--- src/rtl/core/mer_pkg.sv ---
// Shared types and constants for the midpoint ellipse rasterizer.
package mer_pkg;

	localparam int COORD_BITS_DEF = 12;

	localparam logic MODE_LOAD = 1'b0;
	localparam logic MODE_STEP = 1'b1;

	typedef enum logic [3:0] {
		ST_IDLE,
		ST_LD1,
		ST_LD2,
		ST_LD3,
		ST_LD4,
		ST_ADV,
		ST_E1,
		ST_E2,
		ST_E3,
		ST_E4,
		ST_E5,
		ST_E6
	} state_t;

	typedef enum logic [3:0] {
		OP_NONE,
		OP_TAKE,
		OP_LD1,
		OP_LD2,
		OP_LD3,
		OP_LD4,
		OP_ADV,
		OP_E1,
		OP_E2,
		OP_E3,
		OP_E4,
		OP_E5,
		OP_E6
	} dp_op_t;

	typedef struct packed {
		logic out_free;
		logic active;
		logic fin;
		logic to_r2;
	} dp_status_t;

endpackage

--- src/rtl/core/mer_ctrl.sv ---
// Sequencer for the ellipse rasterizer: accepts items and steps the datapath.
module mer_ctrl (
	input  logic                clk,
	input  logic                arst_n,
	input  logic                in_valid,
	input  logic                mode,
	input  mer_pkg::dp_status_t status,
	output logic                in_stall,
	output mer_pkg::dp_op_t     op
);
	import mer_pkg::*;

	state_t state_q, state_nxt;

	always_ff @(posedge clk or negedge arst_n) begin
		if (!arst_n) begin
			state_q <= ST_IDLE;
		end else begin
			state_q <= state_nxt;
		end
	end

	always_comb begin
		state_nxt = state_q;
		op        = OP_NONE;
		in_stall  = 1'b1;
		unique case (state_q)
			ST_IDLE: begin
				in_stall = !status.out_free;
				if (in_valid && status.out_free) begin
					op = OP_TAKE;
					if (mode == MODE_LOAD) begin
						state_nxt = ST_LD1;
					end else if (status.active && !status.fin) begin
						state_nxt = ST_ADV;
					end
				end
			end
			ST_LD1: begin
				op        = OP_LD1;
				state_nxt = ST_LD2;
			end
			ST_LD2: begin
				op        = OP_LD2;
				state_nxt = ST_LD3;
			end
			ST_LD3: begin
				op        = OP_LD3;
				state_nxt = ST_LD4;
			end
			ST_LD4: begin
				op        = OP_LD4;
				state_nxt = ST_ADV;
			end
			ST_ADV: begin
				op        = OP_ADV;
				state_nxt = status.to_r2 ? ST_E1 : ST_IDLE;
			end
			ST_E1: begin
				op        = OP_E1;
				state_nxt = ST_E2;
			end
			ST_E2: begin
				op        = OP_E2;
				state_nxt = ST_E3;
			end
			ST_E3: begin
				op        = OP_E3;
				state_nxt = ST_E4;
			end
			ST_E4: begin
				op        = OP_E4;
				state_nxt = ST_E5;
			end
			ST_E5: begin
				op        = OP_E5;
				state_nxt = ST_E6;
			end
			ST_E6: begin
				op        = OP_E6;
				state_nxt = ST_IDLE;
			end
			default: begin
				state_nxt = ST_IDLE;
			end
		endcase
	end

endmodule

--- src/rtl/core/mer_dp.sv ---
// Datapath for the ellipse rasterizer: point state, decision terms, multiplier, output register.
module mer_dp #(
	parameter int COORD_BITS = mer_pkg::COORD_BITS_DEF
) (
	input  logic                          clk,
	input  logic                          arst_n,
	input  mer_pkg::dp_op_t               op,
	input  logic                          mode,
	input  logic [COORD_BITS-1:0]         center_x,
	input  logic [COORD_BITS-1:0]         center_y,
	input  logic [COORD_BITS-2:0]         radius_x,
	input  logic [COORD_BITS-2:0]         radius_y,
	input  logic                          out_stall,
	output mer_pkg::dp_status_t           status,
	output logic                          out_valid,
	output logic signed [COORD_BITS+1:0]  right_x,
	output logic signed [COORD_BITS+1:0]  left_x,
	output logic signed [COORD_BITS+1:0]  lower_y,
	output logic signed [COORD_BITS+1:0]  upper_y,
	output logic                          point_valid,
	output logic                          last
);
	import mer_pkg::*;

	localparam int RAD_W = COORD_BITS - 1;
	localparam int X_W   = COORD_BITS;
	localparam int OUT_W = COORD_BITS + 2;
	localparam int SQ_W  = 2 * RAD_W;
	localparam int MUL_W = 2 * RAD_W + 2;
	localparam int DEC_W = 2 * MUL_W;

	// held ellipse
	logic [COORD_BITS-1:0] held_cx_q, held_cy_q;
	logic [RAD_W-1:0]      held_rx_q, held_ry_q;
	logic [SQ_W-1:0]       a2_q, b2_q;

	// walk state
	logic [X_W-1:0]   x_q;
	logic [RAD_W-1:0] y_q;
	logic             r2_q, active_q;

	// 4x-scaled decision and its running terms
	// gx = 8b2(x+1), hx = gx + 4b2, fy = 8a2 y, gy = 8a2(y-1), hy = gy - 4a2
	logic signed [DEC_W-1:0] dec_q, gx_q, hx_q, fy_q, gy_q, hy_q;

	logic [DEC_W-1:0] p_q, mul_p;
	logic [MUL_W-1:0] mul_a, mul_b;

	logic [OUT_W-1:0] right_q, left_q, lower_q, upper_q;
	logic             out_valid_q, pv_q, last_q;

	logic                    take, load, le, fin, to_r2, valid_now, last_now;
	logic [RAD_W-1:0]        rx_in, ry_in, ty_abs;
	logic [X_W:0]            tx;
	logic [OUT_W-1:0]        ocx, ocy, ox, oy;
	logic signed [DEC_W-1:0] a2w, b2w, pw;

	assign take  = (op == OP_TAKE);
	assign load  = (mode == MODE_LOAD);
	assign rx_in = (radius_x == '0) ? RAD_W'(1) : radius_x;
	assign ry_in = (radius_y == '0) ? RAD_W'(1) : radius_y;

	assign le    = (dec_q == '0) || dec_q[DEC_W-1];
	assign fin   = r2_q && (y_q == '0);
	assign to_r2 = !r2_q && (gx_q >= (le ? fy_q : gy_q));

	assign status.out_free = !out_valid_q || !out_stall;
	assign status.active   = active_q;
	assign status.fin      = fin;
	assign status.to_r2    = to_r2;

	assign a2w = signed'(DEC_W'(a2_q));
	assign b2w = signed'(DEC_W'(b2_q));
	assign pw  = signed'(p_q);

	assign tx     = {x_q, 1'b1};
	assign ty_abs = (y_q == '0) ? RAD_W'(1) : y_q - RAD_W'(1);

	// shared multiplier operand select
	always_comb begin
		mul_a = '0;
		mul_b = '0;
		unique case (op)
			OP_LD1: begin
				mul_a = MUL_W'(held_rx_q);
				mul_b = MUL_W'(held_rx_q);
			end
			OP_LD2: begin
				mul_a = MUL_W'(held_ry_q);
				mul_b = MUL_W'(held_ry_q);
			end
			OP_LD3: begin
				mul_a = MUL_W'(a2_q);
				mul_b = MUL_W'(held_ry_q);
			end
			OP_E1: begin
				mul_a = MUL_W'(tx);
				mul_b = MUL_W'(tx);
			end
			OP_E2: begin
				mul_a = MUL_W'(b2_q);
				mul_b = p_q[MUL_W-1:0];
			end
			OP_E3: begin
				mul_a = MUL_W'(a2_q);
				mul_b = MUL_W'(b2_q);
			end
			OP_E4: begin
				mul_a = MUL_W'(ty_abs);
				mul_b = MUL_W'(ty_abs);
			end
			OP_E5: begin
				mul_a = MUL_W'(a2_q);
				mul_b = p_q[MUL_W-1:0];
			end
			default: begin
				mul_a = '0;
				mul_b = '0;
			end
		endcase
	end

	assign mul_p = mul_a * mul_b;

	// result of the item being accepted
	always_comb begin
		valid_now = load || active_q;
		last_now  = !load && active_q && fin;
		ocx       = load ? OUT_W'(center_x) : OUT_W'(held_cx_q);
		ocy       = load ? OUT_W'(center_y) : OUT_W'(held_cy_q);
		ox        = load ? '0 : OUT_W'(x_q);
		oy        = load ? OUT_W'(ry_in) : OUT_W'(y_q);
	end

	always_ff @(posedge clk or negedge arst_n) begin
		if (!arst_n) begin
			out_valid_q <= 1'b0;
			active_q    <= 1'b0;
			r2_q        <= 1'b0;
		end else begin
			if (take) begin
				out_valid_q <= 1'b1;
			end else if (!out_stall) begin
				out_valid_q <= 1'b0;
			end
			if (take) begin
				if (load) begin
					active_q <= 1'b1;
					r2_q     <= 1'b0;
				end else if (active_q && fin) begin
					active_q <= 1'b0;
				end
			end
			if (op == OP_ADV && to_r2) begin
				r2_q <= 1'b1;
			end
		end
	end

	always_ff @(posedge clk) begin
		p_q <= mul_p;
		if (take) begin
			if (valid_now) begin
				right_q <= ocx + ox;
				left_q  <= ocx - ox;
				lower_q <= ocy + oy;
				upper_q <= ocy - oy;
			end else begin
				right_q <= '0;
				left_q  <= '0;
				lower_q <= '0;
				upper_q <= '0;
			end
			pv_q   <= valid_now;
			last_q <= last_now;
		end
		unique case (op)
			OP_TAKE: begin
				if (load) begin
					held_cx_q <= center_x;
					held_cy_q <= center_y;
					held_rx_q <= rx_in;
					held_ry_q <= ry_in;
					x_q       <= '0;
					y_q       <= ry_in;
				end
			end
			OP_LD2: begin
				a2_q <= p_q[SQ_W-1:0];
			end
			OP_LD3: begin
				b2_q <= p_q[SQ_W-1:0];
			end
			OP_LD4: begin
				fy_q  <= pw <<< 3;
				gy_q  <= (pw <<< 3) - (a2w <<< 3);
				hy_q  <= (pw <<< 3) - (a2w <<< 3) - (a2w <<< 2);
				gx_q  <= b2w <<< 3;
				hx_q  <= (b2w <<< 3) + (b2w <<< 2);
				dec_q <= (b2w <<< 2) + a2w - (pw <<< 2);
			end
			OP_ADV: begin
				if (!r2_q) begin
					x_q  <= x_q + X_W'(1);
					gx_q <= gx_q + (b2w <<< 3);
					hx_q <= hx_q + (b2w <<< 3);
					if (le) begin
						dec_q <= dec_q + hx_q;
					end else begin
						y_q   <= y_q - RAD_W'(1);
						fy_q  <= gy_q;
						gy_q  <= gy_q - (a2w <<< 3);
						hy_q  <= hy_q - (a2w <<< 3);
						dec_q <= dec_q + hx_q - gy_q;
					end
				end else begin
					y_q  <= y_q - RAD_W'(1);
					fy_q <= gy_q;
					gy_q <= gy_q - (a2w <<< 3);
					hy_q <= hy_q - (a2w <<< 3);
					if (le) begin
						x_q   <= x_q + X_W'(1);
						gx_q  <= gx_q + (b2w <<< 3);
						hx_q  <= hx_q + (b2w <<< 3);
						dec_q <= dec_q + gx_q - hy_q;
					end else begin
						dec_q <= dec_q - hy_q;
					end
				end
			end
			OP_E3: begin
				dec_q <= pw;
			end
			OP_E4: begin
				dec_q <= dec_q - (pw <<< 2);
			end
			OP_E6: begin
				dec_q <= dec_q + (pw <<< 2);
			end
			default: begin
			end
		endcase
	end

	assign out_valid   = out_valid_q;
	assign right_x     = signed'(right_q);
	assign left_x      = signed'(left_q);
	assign lower_y     = signed'(lower_q);
	assign upper_y     = signed'(upper_q);
	assign point_valid = pv_q;
	assign last        = last_q;

endmodule

--- src/rtl/core/midpoint_ellipse_rasterizer.sv ---
// Top level of the midpoint ellipse rasterizer.
//
//  channel | handshake           | payload
//  --------+---------------------+---------------------------------------------
//  in      | in_valid / in_stall | mode, center_x, center_y, radius_x, radius_y
//  out     | out_valid/out_stall | right_x, left_x, lower_y, upper_y,
//          |                     | point_valid, last
//
// One item in flight; its result is registered at acceptance. A step item is
// accepted and makes one decision update; one entering region two forms its
// start decision in five passes of the shared multiplier and an add. A load
// item is accepted, forms the radius squares and a2*b on the same multiplier,
// makes its first update and, if that enters region two, the start decision.
// A final or idle step is only accepted. Reset clears control only. in_stall
// is high while a sequence runs or the output register holds an untaken item.
module midpoint_ellipse_rasterizer #(
	parameter int COORD_BITS = mer_pkg::COORD_BITS_DEF
) (
	input  logic                         clk,
	input  logic                         arst_n,
	input  logic                         in_valid,
	output logic                         in_stall,
	input  logic                         mode,
	input  logic [COORD_BITS-1:0]        center_x,
	input  logic [COORD_BITS-1:0]        center_y,
	input  logic [COORD_BITS-2:0]        radius_x,
	input  logic [COORD_BITS-2:0]        radius_y,
	output logic                         out_valid,
	input  logic                         out_stall,
	output logic signed [COORD_BITS+1:0] right_x,
	output logic signed [COORD_BITS+1:0] left_x,
	output logic signed [COORD_BITS+1:0] lower_y,
	output logic signed [COORD_BITS+1:0] upper_y,
	output logic                         point_valid,
	output logic                         last
);
	import mer_pkg::*;

	dp_op_t     op;
	dp_status_t status;

	mer_ctrl u_ctrl (
		.clk      (clk),
		.arst_n   (arst_n),
		.in_valid (in_valid),
		.mode     (mode),
		.status   (status),
		.in_stall (in_stall),
		.op       (op)
	);

	mer_dp #(
		.COORD_BITS (COORD_BITS)
	) u_dp (
		.clk         (clk),
		.arst_n      (arst_n),
		.op          (op),
		.mode        (mode),
		.center_x    (center_x),
		.center_y    (center_y),
		.radius_x    (radius_x),
		.radius_y    (radius_y),
		.out_stall   (out_stall),
		.status      (status),
		.out_valid   (out_valid),
		.right_x     (right_x),
		.left_x      (left_x),
		.lower_y     (lower_y),
		.upper_y     (upper_y),
		.point_valid (point_valid),
		.last        (last)
	);

endmodule
--- config.mk ---
export PLATFORM = sky130hd
export DESIGN_NAME = midpoint_ellipse_rasterizer
export DESIGN_NICKNAME = d
export VERILOG_FILES = /design/src/rtl/core/mer_pkg.sv /design/src/rtl/core/mer_ctrl.sv /design/src/rtl/core/mer_dp.sv /design/src/rtl/core/midpoint_ellipse_rasterizer.sv
export SDC_FILE = /design/constraint.sdc
export NUM_CORES = 2
export LEC_CHECK = 0
export ABC_AREA = 1
export BUFFER_PORTS_ARGS = -buffer_cell sky130_fd_sc_hd__buf_2
export CORE_ASPECT_RATIO = 1.5
export CORE_MARGIN = 2
export CORE_UTILIZATION = 65
export DETAILED_ROUTE_END_ITERATION = 16
export PLACE_DENSITY = 0.84
export SETUP_SLACK_MARGIN = 0.2
export SLEW_MARGIN = 10
export SYNTH_ARGS = -nofsm -noshare
export SYNTH_HDL_FRONTEND = slang
export SYNTH_SLANG_ARGS = --single-unit
--- constraint.sdc ---
create_clock -name clk -period 10.9 [get_ports clk]
set_input_delay 0 -clock clk [delete_from_list [all_inputs] [get_ports clk]]
set_output_delay 0 -clock clk [all_outputs]
set_load 0.02 [all_outputs]
==> summary.md, run 1 <==
| Metric | Value |
|---|---|
| Largest net degree at the start of global routing | 88 |
| Synthesized flop and latch total | 498 |
| Share of synthesized registers carrying an async set or reset | 0.0141 |
| Mapped Avg Cell Area | 6.80 µm² |
| Hold-fix buffers at CTS | 50 |
| Initial Util | 0.653 |
| H-tree Lvls | 2 |
| Die H | 424 µm |
| I/O pin count | 111 |
| Grt total ovfl | 1486 |
| Most frequent cells after synthesis | nand2_1, inv_1, nor2_1, a21oi_1, o21ai_0 |
| GRT Overall Usage | 0.803 |
| Err | [ERROR GRT-0116] Global routing finished with congestion. Check the congestion regions in the DRC Viewer. |
| Inserted Clock Buffers | 56 |
| Failed at | 5_1_grt |
| Seq/Total Area, Yosys | 0.189 |
| Post-Synthesis Cells | 11.2k |
| Die X | 284 µm |
| HPWL after detailed placement | 310 mm |
| First-pass GRT wire length | 738 mm |
| Synth top area cells | edfxtp_1, fa_1, nand2_1, ha_1, inv_1 |
| Post-CTS setup buffer count | 0 |
| Vias in the first global route | 98.8k |
| Port bufs | 108 |
| EDFF count, synth | 445 |
| Synth top area share | 0.175 |
| Clock Sinks | 498 |
| Syn. warnings | 0 |
| Most common cell in the netlist | nand2_1 |
| Main synth FF type | edfxtp_1 |
| Status | did not finish |
| Clock Tree Buf Depth | 3 |
| Post-CTS Resized | 0 |
| Clk root buf | clkbuf_16 |
| Netlist cell types | 73 |
| Yosys top cell by area | edfxtp_1 |
| Post-Syn Area | 76300 µm² |
| FP Rows | 154 |
| GP Congestion | 1.33 |
routing by layer:
layer,global-route usage,GRT overflow
met2,0.986,909
met1,0.785,21
met5,0.240,10
met4,0.846,502
met3,0.638,44
cells by family after synthesis:
logic type,synth area share
AND/OR/NAND/NOR,0.268
buffers and inverters,0.113
AO/OA/AOI/OAI,0.151
adder cells (fa/ha/maj),0.241
flip-flops,0.189
XOR/XNOR,0.0361
multiplexers,0.000426
other,0.0000491
through the flow:
step	setup WS, ps	utilization	instances	cell area, µm²
3_5_place_dp	1710	0.673	12700	78800
3_3_place_gp	1890	0.673	12700	78800
4_1_cts	1620	0.694	12900	81100
2_1_floorplan	2910	-	11200	76300
==> run 2, diff against run 1 <==
--- a/config.mk
+++ b/config.mk
@@ -7,12 +7,10 @@
 export LEC_CHECK = 0
 export ABC_AREA = 1
 export BUFFER_PORTS_ARGS = -buffer_cell sky130_fd_sc_hd__buf_2
-export CORE_ASPECT_RATIO = 1.5
 export CORE_MARGIN = 2
-export CORE_UTILIZATION = 65
+export CORE_UTILIZATION = 40
 export DETAILED_ROUTE_END_ITERATION = 16
-export PLACE_DENSITY = 0.84
-export SETUP_SLACK_MARGIN = 0.2
+export PLACE_DENSITY_LB_ADDON = 0.15
 export SLEW_MARGIN = 10
 export SYNTH_ARGS = -nofsm -noshare
 export SYNTH_HDL_FRONTEND = slang
==> summary.md, run 2 <==
| Metric | Value |
|---|---|
| CTS tree | built |
| HPWL after detailed placement | 349 mm (+13%) |
| Fin nets | 12.6k |
| Final Max Slew Viols | 0 |
| Max Clk Rate | 0.107 GHz |
| Post-CTS setup buffer count | 0 (unchanged) |
| Post-Syn Area | 76300 µm² (unchanged) |
| Die ar. | 194000 µm² |
| Vias in the first global route | 77.7k |
| Most frequent cells after synthesis | nand2_1, inv_1, nor2_1, a21oi_1, o21ai_0 |
| Setup-failing EPs final | 0 |
| Register area | 14500 µm² |
| Main synth FF type | edfxtp_1 |
| Port bufs | 108 (unchanged) |
| Syn-to-layout area delta | 9.28% |
| Via count | 81.9k |
| Initial Util | 0.402 (-0.250) |
| Main combinational cell family by area after synthesis | simple AND/OR/NAND/NOR gates |
| Via density | 5.87 |
| Most frequent cells in the layout | nand2_1, inv_1, nor2_1 |
| Clk root buf | clkbuf_16 |
| Clk_lat worst skew | 740 ps |
| Synth top area cells | edfxtp_1, fa_1, nand2_1, ha_1, inv_1 |
| Final setup margin | 1590 ps |
| H-tree Lvls | 3 (+1) |
| Synth Area in Adders | 0.241 (unchanged) |
| Initial DRC count | 9702 |
| Critical path launch point type | flip-flop |
| CP max FO | 20 |
| Iteration count of the initial detailed-routing pass | 10 |
| Simple-Gate Fraction of Synth Area | 0.268 (unchanged) |
| Initial antenna violation count | 27 |
| Wire per inst | 30.1 µm |
| Syn. warnings | 0 (unchanged) |
| Kind of cell adding the most delay to the critical path | adder cells |
| Relative slew slack | 0.0795 |
| CP Capture Type | flip-flop |
| Top flop regs | u_dp.dec_q (48), u_dp.fy_q (48) |
| I/O pin count | 111 (unchanged) |
| Synth top area share | 0.175 (unchanged) |
| Arr. time, crit path | 9880 ps |
| Post-route DRC | 0 |
| First-pass GRT wire length | 582 mm |
| Multi-input logic area | 53400 µm² |
| CP max-delay cell | a21oi_1 |
| Worst clock skew | 52.0 ps |
| Period minus WS final | 9310 ps |
| CTS clock-pin slew for the worst setup and hold paths | 60 ps |
| Grt total ovfl | 0 |
| Most common cell after layout, fill and taps aside | nand2_1 |
| Number of max-cap violations | 0 |
| WL final | 421 mm |
| Critical path class | flip-flop to flip-flop |
| Synthesized flop and latch total | 498 (unchanged) |
| FP Rows | 160 (+3.9%) |
| Clock Tree Buf Depth | 3 (unchanged) |
| Xor/xnor cell area share of the yosys netlist | 0.0361 (unchanged) |
| Mux cell area share after synthesis | 0.000426 (unchanged) |
| CP most frequent cell | fa_1 |
| Share of synthesized registers carrying an async set or reset | 0.0141 (unchanged) |
| Die X | 441 µm (+55%) |
| Fin. Hold Viols | 0 |
| Inserted Clock Buffers | 70 (+25%) |
| Pre-CTS setup slack | 1620 ps (-87.5 ps) |
| Filler cells | 20.0k |
| Unrepaired setup endpoints after global routing | false |
| Post-Synthesis Cells | 11.2k (unchanged) |
| Core area | 190000 µm² |
| Die H | 441 µm (+4.0%) |
| ANT nets after route | 0 |
| HP Class | input pin to flip-flop |
| Crit share post-route | 0.854 |
| GRT Overall Usage | 0.423 |
| Actual transition at the worst max-transition pin | 1380 ps |
| Clock Sinks | 498 (unchanged) |
| CP peak stage delay | 950 ps |
| Worst Path Required | 11480 ps |
| Synth Area in Compound Gates | 0.151 (unchanged) |
| WP buf/inv | 8 |
| Mapped Avg Cell Area | 6.80 µm² (unchanged) |
| Fin Setup TNS | 0 ps |
| Seq/Total Area, Yosys | 0.189 (unchanged) |
| EDFF count, synth | 445 (unchanged) |
| Share of cells above drive strength 1 | 0.0539 |
| Most common cell in the netlist | nand2_1 |
| Status | finished, final reports clean |
| GP Congestion | 1.14 (-15%) |
| Yosys top cell by area | edfxtp_1 |
| Post-CTS Resized | 0 (unchanged) |
| Netlist cell types | 73 (unchanged) |
| Largest net degree at the start of global routing | 145 |
run 2: cell families after synthesis:
kind of cell / count (synthesis)
multiplexers: 3
XOR/XNOR: 315
buffers and inverters: 2271
AO/OA/AOI/OAI: 2062
adder cells (fa/ha/maj): 1174
AND/OR/NAND/NOR: 4897
other: 1
flip-flops: 498
run 2: worst paths after layout:
check | startpoint | end | slack (ps) | cells after the start
max | u_ctrl.state_q[2]$_DFFE_PN0P_ | u_dp.p_q[35]$_DFF_P_ | 1590 | 28
min | center_x[0] | u_dp.held_cx_q[0]$_DFFE_PP_ | 40 | 2
max reg2reg | u_ctrl.state_q[2]$_DFFE_PN0P_ | u_dp.p_q[35]$_DFF_P_ | 1590 | 28
min reg2reg | u_ctrl.state_q[0]$_DFFE_PN0P_ | u_ctrl.state_q[0]$_DFFE_PN0P_ | 510 | 1
max in group asynchronous | arst_n | u_ctrl.state_q[0]$_DFFE_PN0P_ | 9950 | 3
min in group asynchronous | arst_n | u_dp.r2_q$_DFFE_PN0P_ | 430 | 3
run 2: per-stage QoR:
| stage | cells | utilization | instance area [µm²] | hold slack, ps |
|---|---|---|---|---|
| after detailed placement | 13700 | 0.423 | 80300 | -63.6 |
| final | 14000 | 0.439 | 83400 | 44.9 |
| after global routing | 13900 | 0.439 | 83300 | 35.9 |
| after CTS | 13900 | 0.439 | 83300 | 2.20 |
| after global placement | 13700 | 0.423 | 80300 | -66.9 |
| after floorplan | 11200 | - | 76300 | -296 |
run 2: layer usage:
metal | vias up | wire length [µm] | GRT usage
met3 | 1070 | 40200 | 0.0875
met2 | 4658 | 181000 | 0.646
li1 | 36800 | - | -
met5 | - | 76 | 0
met4 | 10 | 35600 | 0.300
met1 | 39400 | 164000 | 0.532
run 2: what timing repair did:
action	CTS	global route
hold buffers	69	0
endpoints found under the setup margin	0	0
endpoints found under the hold margin	89	0
run 2: final cells by class:
cell class                      instances  share of cell area
Multi-Input combinational cell       8453               0.640
Sequential cell                       498               0.173
Clock buffer                           78              0.0214
Tap cell                             2511              0.0377
Antenna cell                           21            0.000630
Clock inverter                         51             0.00668
Timing Repair Buffer                  333              0.0291
Inverter                             2015              0.0909
Power of run 2 is left out: the tool's default activity adds up to more than one toggle a clock period on the data nets, which glitch-free logic cannot reach.
